--- src/rtl/pft_pkg.sv ---
package pft_pkg;

    // Result field width on the output stream
    localparam int OUT_FIELD_W = 32;

    // Results emitted per input at most; later factors only update the totient
    localparam int CNT_W = 5;
    localparam logic [CNT_W-1:0] MAX_RESULTS = 5'd31;

    // Status of the shared divider
    typedef struct packed {
        logic busy;
        logic done;
    } div_status_t;

endpackage

--- src/rtl/prime_factorizer_with_totient.sv ---
// An input below two gives its single result in the cycle after acceptance. Otherwise
// each trial division is one pass of the shared restoring divider, plus one more pass
// per distinct prime for the totient; worst case about 2^(WIDTH/2) passes. Throughput:
// one input at a time; the next is taken once the last result of the previous one has
// left the output register.
// Reset: asynchronous, active low; clears the sequencer and empties the output register.
module prime_factorizer_with_totient #(
    parameter int WIDTH = 32
) (
    input  logic        clk,
    input  logic        rst_n,
    input  logic        s_axis_tvalid,
    output logic        s_axis_tready,
    input  logic [31:0] s_axis_tdata,   // [31:0] number
    output logic        m_axis_tvalid,
    input  logic        m_axis_tready,
    output logic [63:0] m_axis_tdata,   // [31:0] prime_factor, [63:32] totient
    output logic [0:0]  m_axis_tuser,   // [0] invalid
    output logic        m_axis_tlast
);

    localparam int OW = pft_pkg::OUT_FIELD_W;
    // Width used to cut internal values down to the result field width
    localparam int XW = (WIDTH > OW) ? WIDTH : OW;

    // Sequencer:
    //   IDLE  - wait for a transaction
    //   TRIAL - divider runs cur / d; decide divisible, next d, or finish
    //   PHI   - divider runs phi / p; phi loses phi / p
    //   ADD   - hand the new factor to the pending slot, push the old one out
    //   LAST  - push the pending factor flagged last with the totient
    typedef enum logic [2:0] {
        S_IDLE,
        S_TRIAL,
        S_PHI,
        S_ADD,
        S_LAST
    } state_t;

    state_t state_reg, state_next;

    logic [WIDTH-1:0]         cur_reg, cur_next;      // remaining cofactor
    logic [WIDTH-1:0]         phi_reg, phi_next;      // running totient
    logic [WIDTH-1:0]         d_reg, d_next;          // trial divisor
    logic [WIDTH-1:0]         cand_reg, cand_next;    // factor just found
    logic [WIDTH-1:0]         pend_reg, pend_next;    // factor waiting for its last flag
    logic [pft_pkg::CNT_W-1:0] count_reg, count_next;
    logic                     newd_reg, newd_next;    // d not yet seen as a factor
    logic                     fin_reg, fin_next;      // cofactor taken, wrap up after ADD
    logic                     start_reg, start_next;
    logic [WIDTH-1:0]         div_a_reg, div_a_next;
    logic [WIDTH-1:0]         div_b_reg, div_b_next;

    logic                     out_valid_reg, out_valid_next;
    logic [OW-1:0]            out_factor_reg, out_factor_next;
    logic [OW-1:0]            out_tot_reg, out_tot_next;
    logic                     out_inv_reg, out_inv_next;
    logic                     out_last_reg, out_last_next;

    logic [WIDTH-1:0]         n_w;
    logic [WIDTH-1:0]         div_quot;
    logic [WIDTH-1:0]         div_rem;
    pft_pkg::div_status_t     div_stat;
    logic [XW-1:0]            pend_x;
    logic [XW-1:0]            phi_x;

    pft_divider #(
        .WIDTH (WIDTH)
    ) u_div (
        .clk       (clk),
        .rst_n     (rst_n),
        .start     (start_reg),
        .dividend  (div_a_reg),
        .divisor   (div_b_reg),
        .quotient  (div_quot),
        .remainder (div_rem),
        .status    (div_stat)
    );

    assign n_w    = WIDTH'(s_axis_tdata);
    assign pend_x = XW'(pend_reg);
    assign phi_x  = XW'(phi_reg);

    assign s_axis_tready = (state_reg == S_IDLE) && !out_valid_reg;

    always_comb
    begin
        state_next      = state_reg;
        cur_next        = cur_reg;
        phi_next        = phi_reg;
        d_next          = d_reg;
        cand_next       = cand_reg;
        pend_next       = pend_reg;
        count_next      = count_reg;
        newd_next       = newd_reg;
        fin_next        = fin_reg;
        start_next      = 1'b0;
        div_a_next      = div_a_reg;
        div_b_next      = div_b_reg;
        out_valid_next  = out_valid_reg;
        out_factor_next = out_factor_reg;
        out_tot_next    = out_tot_reg;
        out_inv_next    = out_inv_reg;
        out_last_next   = out_last_reg;

        // Drop the result once the sink takes it
        if (out_valid_reg && m_axis_tready)
        begin
            out_valid_next = 1'b0;
        end

        case (state_reg)
            S_IDLE:
            begin
                if (s_axis_tvalid && s_axis_tready)
                begin
                    if (n_w < WIDTH'(2))
                    begin
                        // No factors: one invalid result carrying n as totient
                        out_valid_next  = 1'b1;
                        out_factor_next = '0;
                        out_tot_next    = {{(OW-1){1'b0}}, n_w[0]};
                        out_inv_next    = 1'b1;
                        out_last_next   = 1'b1;
                    end
                    else
                    begin
                        cur_next   = n_w;
                        phi_next   = n_w;
                        d_next     = WIDTH'(2);
                        newd_next  = 1'b1;
                        fin_next   = 1'b0;
                        count_next = '0;
                        start_next = 1'b1;
                        div_a_next = n_w;
                        div_b_next = WIDTH'(2);
                        state_next = S_TRIAL;
                    end
                end
            end

            S_TRIAL:
            begin
                if (div_stat.done)
                begin
                    if (d_reg > div_quot)
                    begin
                        // d exceeds the square root of the cofactor
                        if (cur_reg > WIDTH'(1))
                        begin
                            cand_next = cur_reg;
                            fin_next  = 1'b1;
                            if (newd_reg || cur_reg != d_reg)
                            begin
                                start_next = 1'b1;
                                div_a_next = phi_reg;
                                div_b_next = cur_reg;
                                state_next = S_PHI;
                            end
                            else
                            begin
                                // Last power of a prime already in the totient
                                state_next = S_ADD;
                            end
                        end
                        else
                        begin
                            state_next = S_LAST;
                        end
                    end
                    else if (div_rem == '0)
                    begin
                        cur_next  = div_quot;
                        cand_next = d_reg;
                        if (newd_reg)
                        begin
                            newd_next  = 1'b0;
                            start_next = 1'b1;
                            div_a_next = phi_reg;
                            div_b_next = d_reg;
                            state_next = S_PHI;
                        end
                        else
                        begin
                            state_next = S_ADD;
                        end
                    end
                    else
                    begin
                        // Advance to the next trial divisor
                        d_next     = d_reg + WIDTH'(1);
                        newd_next  = 1'b1;
                        start_next = 1'b1;
                        div_a_next = cur_reg;
                        div_b_next = d_reg + WIDTH'(1);
                    end
                end
            end

            S_PHI:
            begin
                if (div_stat.done)
                begin
                    // p divides phi exactly, so phi / p * (p - 1) = phi - phi / p
                    phi_next   = phi_reg - div_quot;
                    state_next = S_ADD;
                end
            end

            S_ADD:
            begin
                if (count_reg == '0 || count_reg == pft_pkg::MAX_RESULTS || !out_valid_reg)
                begin
                    if (count_reg == '0)
                    begin
                        pend_next  = cand_reg;
                        count_next = count_reg + pft_pkg::CNT_W'(1);
                    end
                    else if (count_reg != pft_pkg::MAX_RESULTS)
                    begin
                        out_valid_next  = 1'b1;
                        out_factor_next = pend_x[OW-1:0];
                        out_tot_next    = '0;
                        out_inv_next    = 1'b0;
                        out_last_next   = 1'b0;
                        pend_next       = cand_reg;
                        count_next      = count_reg + pft_pkg::CNT_W'(1);
                    end
                    if (fin_reg)
                    begin
                        state_next = S_LAST;
                    end
                    else
                    begin
                        start_next = 1'b1;
                        div_a_next = cur_reg;
                        div_b_next = d_reg;
                        state_next = S_TRIAL;
                    end
                end
            end

            S_LAST:
            begin
                if (!out_valid_reg)
                begin
                    out_valid_next  = 1'b1;
                    out_factor_next = pend_x[OW-1:0];
                    out_tot_next    = phi_x[OW-1:0];
                    out_inv_next    = 1'b0;
                    out_last_next   = 1'b1;
                    state_next      = S_IDLE;
                end
            end

            default:
            begin
                state_next = S_IDLE;
            end
        endcase
    end

    always_ff @(posedge clk or negedge rst_n)
    begin
        if (!rst_n)
        begin
            state_reg     <= S_IDLE;
            start_reg     <= 1'b0;
            out_valid_reg <= 1'b0;
        end
        else
        begin
            state_reg     <= state_next;
            start_reg     <= start_next;
            out_valid_reg <= out_valid_next;
        end
    end

    always_ff @(posedge clk)
    begin
        cur_reg        <= cur_next;
        phi_reg        <= phi_next;
        d_reg          <= d_next;
        cand_reg       <= cand_next;
        pend_reg       <= pend_next;
        count_reg      <= count_next;
        newd_reg       <= newd_next;
        fin_reg        <= fin_next;
        div_a_reg      <= div_a_next;
        div_b_reg      <= div_b_next;
        out_factor_reg <= out_factor_next;
        out_tot_reg    <= out_tot_next;
        out_inv_reg    <= out_inv_next;
        out_last_reg   <= out_last_next;
    end

    assign m_axis_tvalid = out_valid_reg;
    assign m_axis_tdata  = {out_tot_reg, out_factor_reg};
    assign m_axis_tuser  = out_inv_reg;
    assign m_axis_tlast  = out_last_reg;

endmodule

--- src/rtl/pft_divider.sv ---
module pft_divider #(
    parameter int WIDTH = 32
) (
    input  logic                 clk,
    input  logic                 rst_n,
    input  logic                 start,
    input  logic [WIDTH-1:0]     dividend,
    input  logic [WIDTH-1:0]     divisor,
    output logic [WIDTH-1:0]     quotient,
    output logic [WIDTH-1:0]     remainder,
    output pft_pkg::div_status_t status
);

    localparam int CW = $clog2(WIDTH);

    logic [WIDTH-1:0] rem_reg, rem_next;
    logic [WIDTH-1:0] quot_reg, quot_next;
    logic [WIDTH-1:0] dvs_reg, dvs_next;
    logic [CW-1:0]    cnt_reg, cnt_next;
    logic             busy_reg, busy_next;
    logic             done_reg, done_next;
    logic [WIDTH:0]   shifted;
    logic [WIDTH:0]   diff;
    logic             fits;

    // Restoring division, one quotient bit per cycle
    always_comb
    begin
        shifted   = {rem_reg, quot_reg[WIDTH-1]};
        fits      = (shifted >= {1'b0, dvs_reg});
        diff      = shifted - {1'b0, dvs_reg};
        rem_next  = rem_reg;
        quot_next = quot_reg;
        dvs_next  = dvs_reg;
        cnt_next  = cnt_reg;
        busy_next = busy_reg;
        done_next = 1'b0;
        if (start)
        begin
            rem_next  = '0;
            quot_next = dividend;
            dvs_next  = divisor;
            cnt_next  = CW'(WIDTH - 1);
            busy_next = 1'b1;
        end
        else if (busy_reg)
        begin
            rem_next  = fits ? diff[WIDTH-1:0] : shifted[WIDTH-1:0];
            quot_next = {quot_reg[WIDTH-2:0], fits};
            cnt_next  = cnt_reg - CW'(1);
            if (cnt_reg == '0)
            begin
                busy_next = 1'b0;
                done_next = 1'b1;
            end
        end
    end

    always_ff @(posedge clk or negedge rst_n)
    begin
        if (!rst_n)
        begin
            busy_reg <= 1'b0;
            done_reg <= 1'b0;
        end
        else
        begin
            busy_reg <= busy_next;
            done_reg <= done_next;
        end
    end

    always_ff @(posedge clk)
    begin
        rem_reg  <= rem_next;
        quot_reg <= quot_next;
        dvs_reg  <= dvs_next;
        cnt_reg  <= cnt_next;
    end

    assign quotient    = quot_reg;
    assign remainder   = rem_reg;
    assign status.busy = busy_reg;
    assign status.done = done_reg;

endmodule

--- config.mk ---
export PLATFORM = sky130hd
export DESIGN_NAME = prime_factorizer_with_totient
export DESIGN_NICKNAME = d
export VERILOG_FILES = /design/src/rtl/pft_pkg.sv /design/src/rtl/prime_factorizer_with_totient.sv /design/src/rtl/pft_divider.sv
export SDC_FILE = /design/constraint.sdc
export NUM_CORES = 1
export LEC_CHECK = 0
export ABC_AREA = 0
export BUFFER_PORTS_ARGS = -buffer_cell sky130_fd_sc_hd__buf_2
export CAP_MARGIN = 15
export CORE_MARGIN = 5
export CORE_UTILIZATION = 30
export DETAILED_ROUTE_END_ITERATION = 8
export GPL_TIMING_DRIVEN = 0
export HOLD_SLACK_MARGIN = 0.06
export PLACE_DENSITY_LB_ADDON = 0.05
export SLEW_MARGIN = 25
export SYNTH_ARGS = -nofsm -noshare
export SYNTH_HDL_FRONTEND = slang
export SYNTH_HIERARCHICAL = 1
export SYNTH_SLANG_ARGS = --single-unit
--- constraint.sdc ---
create_clock -name clk -period 6.35 [get_ports clk]
set_input_delay 0.9525 -clock clk [delete_from_list [all_inputs] [get_ports clk]]
set_output_delay 0.9525 -clock clk [all_outputs]
set_load 0.01 [all_outputs]
== Yosys cells after proc, flatten, opt, wreduce, memory -nomap -nowiden ==
Index checks and enable logic that the tools add are counted.

* Flip-flop bits (word level): 405
* Bits of input ports: 36
* Output and inout port bits: 68
* Word-level logic and storage cells: 209

* Add/sub/neg operators: 5
* Magnitude comparators: 4
* Equal/unequal tests: 28
* Mux-type cells: 119
* Reductions and logical operators: 30

{| class="wikitable"
|+ Operators by type and width
! operator !! number
|-
| $mux 32 || 47
|-
| $pmux 32 s3 || 4
|-
| $pmux 32 s2 || 3
|-
| $sub 32x32->32 || 2
|-
| $mux 1 || 42
|-
| $ge 33x32->1 || 1
|-
| $add 32x1->32 const B || 1
|-
| $gt 32x1->1 const B || 1
|-
| $gt 32x32->1 || 1
|-
| $logic_not 32->1 || 1
|-
| $lt 32x2->1 const B || 1
|-
| $ne 32x32->1 || 1
|-
| $mux 3 || 10
|-
| $mux 5 || 5
|-
| $ne 2x2->1 const B || 11
|-
| $reduce_and 6->1 || 3
|-
| $pmux 3 s5 || 1
|-
| $reduce_and 7->1 || 2
|-
| $ne 3x3->1 const B || 4
|-
| $pmux 1 s3 || 4
|-
| $reduce_bool 2->1 || 6
|-
| $logic_not 5->1 || 2
|-
| $ne 2x1->1 const B || 5
|-
| $pmux 5 s2 || 1
|-
| 18 further kinds || 27
|}

== Longest topological paths before layout ==
* Word-level depth: 7
* Mapped depth: 14
* Depth with buffers taken out: 12

== Cells and area by module ==
The synthesis kept the hierarchy.

{| class="wikitable"
|+ Modules (own cells, without submodules)
! module !! instances !! cells each !! area an instance (µm²) !! seq. area each (µm²)
|-
| prime_factorizer_with_totient || 1 || 1519 || 16464.5 || 9043.7
|-
| pft_divider || 1 || 579 || 5871.9 || 2712.6
|}

== Worst setup path before layout ==
Ideal clock, no wire load.

* Path kind: reg-to-reg
* From: register state_reg[1]
* To: register phi_reg[0] (enable)
* Setup time: 0.470 ns
* Arrival time: 3.726 ns
* Slack: 2.154 ns
* Stages on the path, launching flop included: 4
* Clock period less this slack: 4.196 ns
* Cell sequence: dfrtp_1 > nor4_1 > o311ai_1 > a211oi_1

* Cells in the longest elaborated chain, start to end: 5
* Elaborated cells on any way between the ends: 9
* Classes of those cells: eq/ne (4); reduce/logical (5)

{| class="wikitable"
|+ RTL lines
! what !! RTL line !! RTL
|-
| start: declaration || prime_factorizer_with_totient.sv:40 || <nowiki>state_t state_reg, state_next;</nowiki>
|-
| start signal: assignment || prime_factorizer_with_totient.sv:273 || <nowiki>state_reg <= state_next;</nowiki>
|-
| $logic_not 3->1 || prime_factorizer_with_totient.sv:84 || <nowiki>assign s_axis_tready = (state_reg == S_IDLE) && !out_valid_reg;</nowiki>
|-
| $logic_and 1x1->1 || prime_factorizer_with_totient.sv:84 ||
|-
| net s_axis_tready || prime_factorizer_with_totient.sv:13 || <nowiki>output logic s_axis_tready,</nowiki>
|-
| $logic_and 1x1->1 || prime_factorizer_with_totient.sv:115 || <nowiki>if (s_axis_tvalid && s_axis_tready)</nowiki>
|-
| $ne 2x1->1 (no line) || -- ||
|-
| $reduce_and 4->1 (no line) || -- ||
|-
| end signal: assignment || prime_factorizer_with_totient.sv:282 || <nowiki>phi_reg <= phi_next;</nowiki>
|-
| end: declaration || prime_factorizer_with_totient.sv:43 || <nowiki>logic [WIDTH-1:0] phi_reg, phi_next;</nowiki>
|}

The timed path passes the listed nets, and every way through them passes these cells.
A chain may end at the register's enable or synchronous reset.

== Worst setup path in the final report ==
* From: register d_reg[25]
* To: register div_b_reg[30] (enable)

* Cells in the longest elaborated chain, start to end: 4
* Elaborated cells on any way between the ends: 7
* Classes of those cells: order compare (1); eq/ne (4); reduce/logical (2)

{| class="wikitable"
|+ RTL lines
! what !! RTL line !! RTL
|-
| start: declaration || prime_factorizer_with_totient.sv:44 || <nowiki>logic [WIDTH-1:0] d_reg, d_next;</nowiki>
|-
| start signal: assignment || prime_factorizer_with_totient.sv:283 || <nowiki>d_reg <= d_next;</nowiki>
|-
| branches (longest 3 deep; another with $gt 32x32->1) || -- ||
|-
| $reduce_and 9->1 (no line) * || -- ||
|-
| end signal: assignment || prime_factorizer_with_totient.sv:290 || <nowiki>div_b_reg <= div_b_next;</nowiki>
|-
| end: declaration || prime_factorizer_with_totient.sv:52 || <nowiki>logic [WIDTH-1:0] div_b_reg, div_b_next;</nowiki>
|}

Every way passes the cells marked *.

==> impl_results.md <==
- Vias per inst: 5.24
- Number of remaining DRC errors: 0
- Root Buffer: clkbuf_16
- Cts hold-fix bufs: 0
- Critical path origin: d_reg[25]
- CTS tree: done
- Hold WS: around 0.22 ns
- Headroom to the max-slew limit: 29.7%
- Final hold violation count: 0
- Max Cap Viol: 0
- Routed vias: roughly 17000
- GRT Residual Overflow: 0
- Multi-input logic area: between 0.009 and 0.01 mm2
- Max Slew Vio Count: 0
- Worst setup EP type: flop
- DIE WIDTH: approximately 280 um
- Min Tclk post-route: 4.37 ns
- Area of the die: around 0.08 mm2
- Peak VDD IR: ~0.00021 V
- Crit path required time: about 6.6 ns
- Clock transition at the registers of the reported paths: about 0.07 ns
- Crit path max fanout: 38
- FF+latch area: roughly 0.012 mm2
- Ports: 104
- Synthesized Nets: 2235
- Rows: 100
- Total power: roughly 5.8 mW
- Worst R2R Start: d_reg[25]
- Nets: between 2000 and 2500
- Mapped Area: 0.0223 mm2
- Number of setup buffers added after CTS: 0
- Clock sink count: about 400
- Final Wtd Congestion: 0.922
- Global-route usage over all layers: 19.9%
- Worst hold-check path type: in2async
- Most frequent CP cell: nor2_1
- Post_cts resized: 0
- PD cells: about 220 mW/mm2
- Crit Path Category: reg2reg
- CP startpoint kind: flop
- TritonCTS Buffers: 50
- Worst path cell trace: ha_1 -> nand4_1 -> nor2_1 -> nand2_1 -> nor2_1 -> nand3_1 -> clkinv_1 -> nor3_1 -> o21ai_0 -> a41o_4 -> buf_16
- Max incr delay on CP: around 0.58 ns
- Total number of yosys warnings: 6
- Layout cell share with drive strength beyond 1: 13.8%
- CTS max path bufs: 3
- Status: finished clean
- Mean Syn Cell Area: 10.6 um2
- Routed len/inst: 24.9 um
- # fillers: around 7600
- First-pass GRT wire length: between 100000 and 150000 um
- Fmax: about 0.23 GHz
- CP arrival: about 4.7 ns
- Pre-antenna DRT Iters: 6
- RSZ-0062 raised after global routing: false
- CP max-delay cell: edfxtp_1
- Initial antenna violation count: 0
- Synth-to-layout area growth: 16.6%
- CORE AREA: 0.0741 mm2
- # H-tree levels: 2
- ANT nets after route: 0
- Slew @ Worst Pin: around 1.1 ns
- Leak: about 10 nW
- CP top delay family: simple AND/OR/NAND/NOR gates
- Cells after Synth: about 2100
- Final worst-path cycle share: 68.8%
- Total wire length: 81500 um
- Final Setup Violations: 0
- Fin Clk Skew: between 0.02 and 0.025 ns
- HPWL Detailed: 61600 um
- Later-pin clock latency in the skew report: between 0.6 and 0.7 ns
- Diode count: 0
- Post-layout util: 35.2%
- Largest net degree at the start of global routing: 44
- Die Height: 283 um
- Vias in the first global route: 17145
- Initial DRC Count: around 1500
- Buffers on Ports: ~100
- Initial Util: a little under a third
- Worst Path Buf+Inv: 2
[per-layer routing]
layer	up-vias	global-route usage [%]	routed length, um
met5	-	0	0
met4	0	5.45	2240
met3	121	2.85	4220
met2	521	32.9	38100
met1	8500	27.6	37000
li1	8028	-	-
[cells in the final DEF, fill, tap and decap left out, types with 7 or more instances in the layout]
cell and count:
edfxtp_1 361, nand2_1 329, buf_2 123, nor2_1 121
o21ai_0 111, ha_1 100, inv_1 94, a21oi_1 84
clkbuf_1 79, xnor2_1 76, o21ai_1 51, clkbuf_16 50
a21o_1 47, and3_1 44, nor2b_1 44, mux2i_1 43
xor2_1 39, dfxtp_1 37, nand3_1 33, mux2_2 33
nand4_1 32, nor3_1 28, nor4_1 28, nand2b_1 18
o31ai_1 18, a22oi_1 17, a311oi_2 15, a211oi_1 14
o21a_1 13, clkinv_1 13, buf_4 13, buf_1 8
o22ai_1 7, o221ai_1 7, o21bai_1 7, clkinv_2 7
bufinv_16 7
[through the flow]
| stage | cells | setup slack [ns] | TNS [ns] | instance area (um2) |
|---|---|---|---|---|
| floorplan | 2097 | 2.15 | 0 | 22300 |
| global placement | 3169 | -1.24 | -44.34 | 24100 |
| detailed placement | 3185 | 1.70 | 0 | 24400 |
| CTS | 3277 | 2.01 | 0 | 26000 |
| global route | 3277 | 1.77 | 0 | 26000 |
| finish | 3277 | 1.98 | 0 | 26000 |
[worst register-to-register path: cells and delay by family, from the launching register on]
family / cells / cell delay (ns)
simple gates: 6 / 1.36
compound gates: 2 / 0.88
buf+inv: 2 / 0.78
flops: 1 / 0.58
fa+ha+maj: 1 / 0.40
[path summary, 6_finish.rpt]
path | end | cells past startpoint | slack [ns]
max | div_b_reg[30] | 11 | 1.98
min | u_div/done_reg | 1 | 0.22
max reg2reg | div_b_reg[30] | 11 | 1.98
min reg2reg | pend_reg[24] | 0 | 0.42
max in group asynchronous | start_reg | 1 | 5.85
min in group clk | pend_reg[24] | 0 | 0.42
[area by class of cell]
class	count	area share, %
clock buffers	62	4.98
well taps	969	4.65
clock inverters	30	1.28
repair buffers	119	3.10
flip-flops and latches	405	45.1
plain buffers	109	1.94
inverters	97	1.40
multi-input cells	1486	37.5
[report_power, final]
group | total, mW | internal, mW | switching (mW)
logic | 0.0401 | 0.0132 | 0.0269
clock network | 2.92 | 1.73 | 1.19
registers | 2.86 | 2.86 | 0.0000000000000000741
total | 5.82 | 4.60 | 1.22
(Power assumes the default switching activity.)
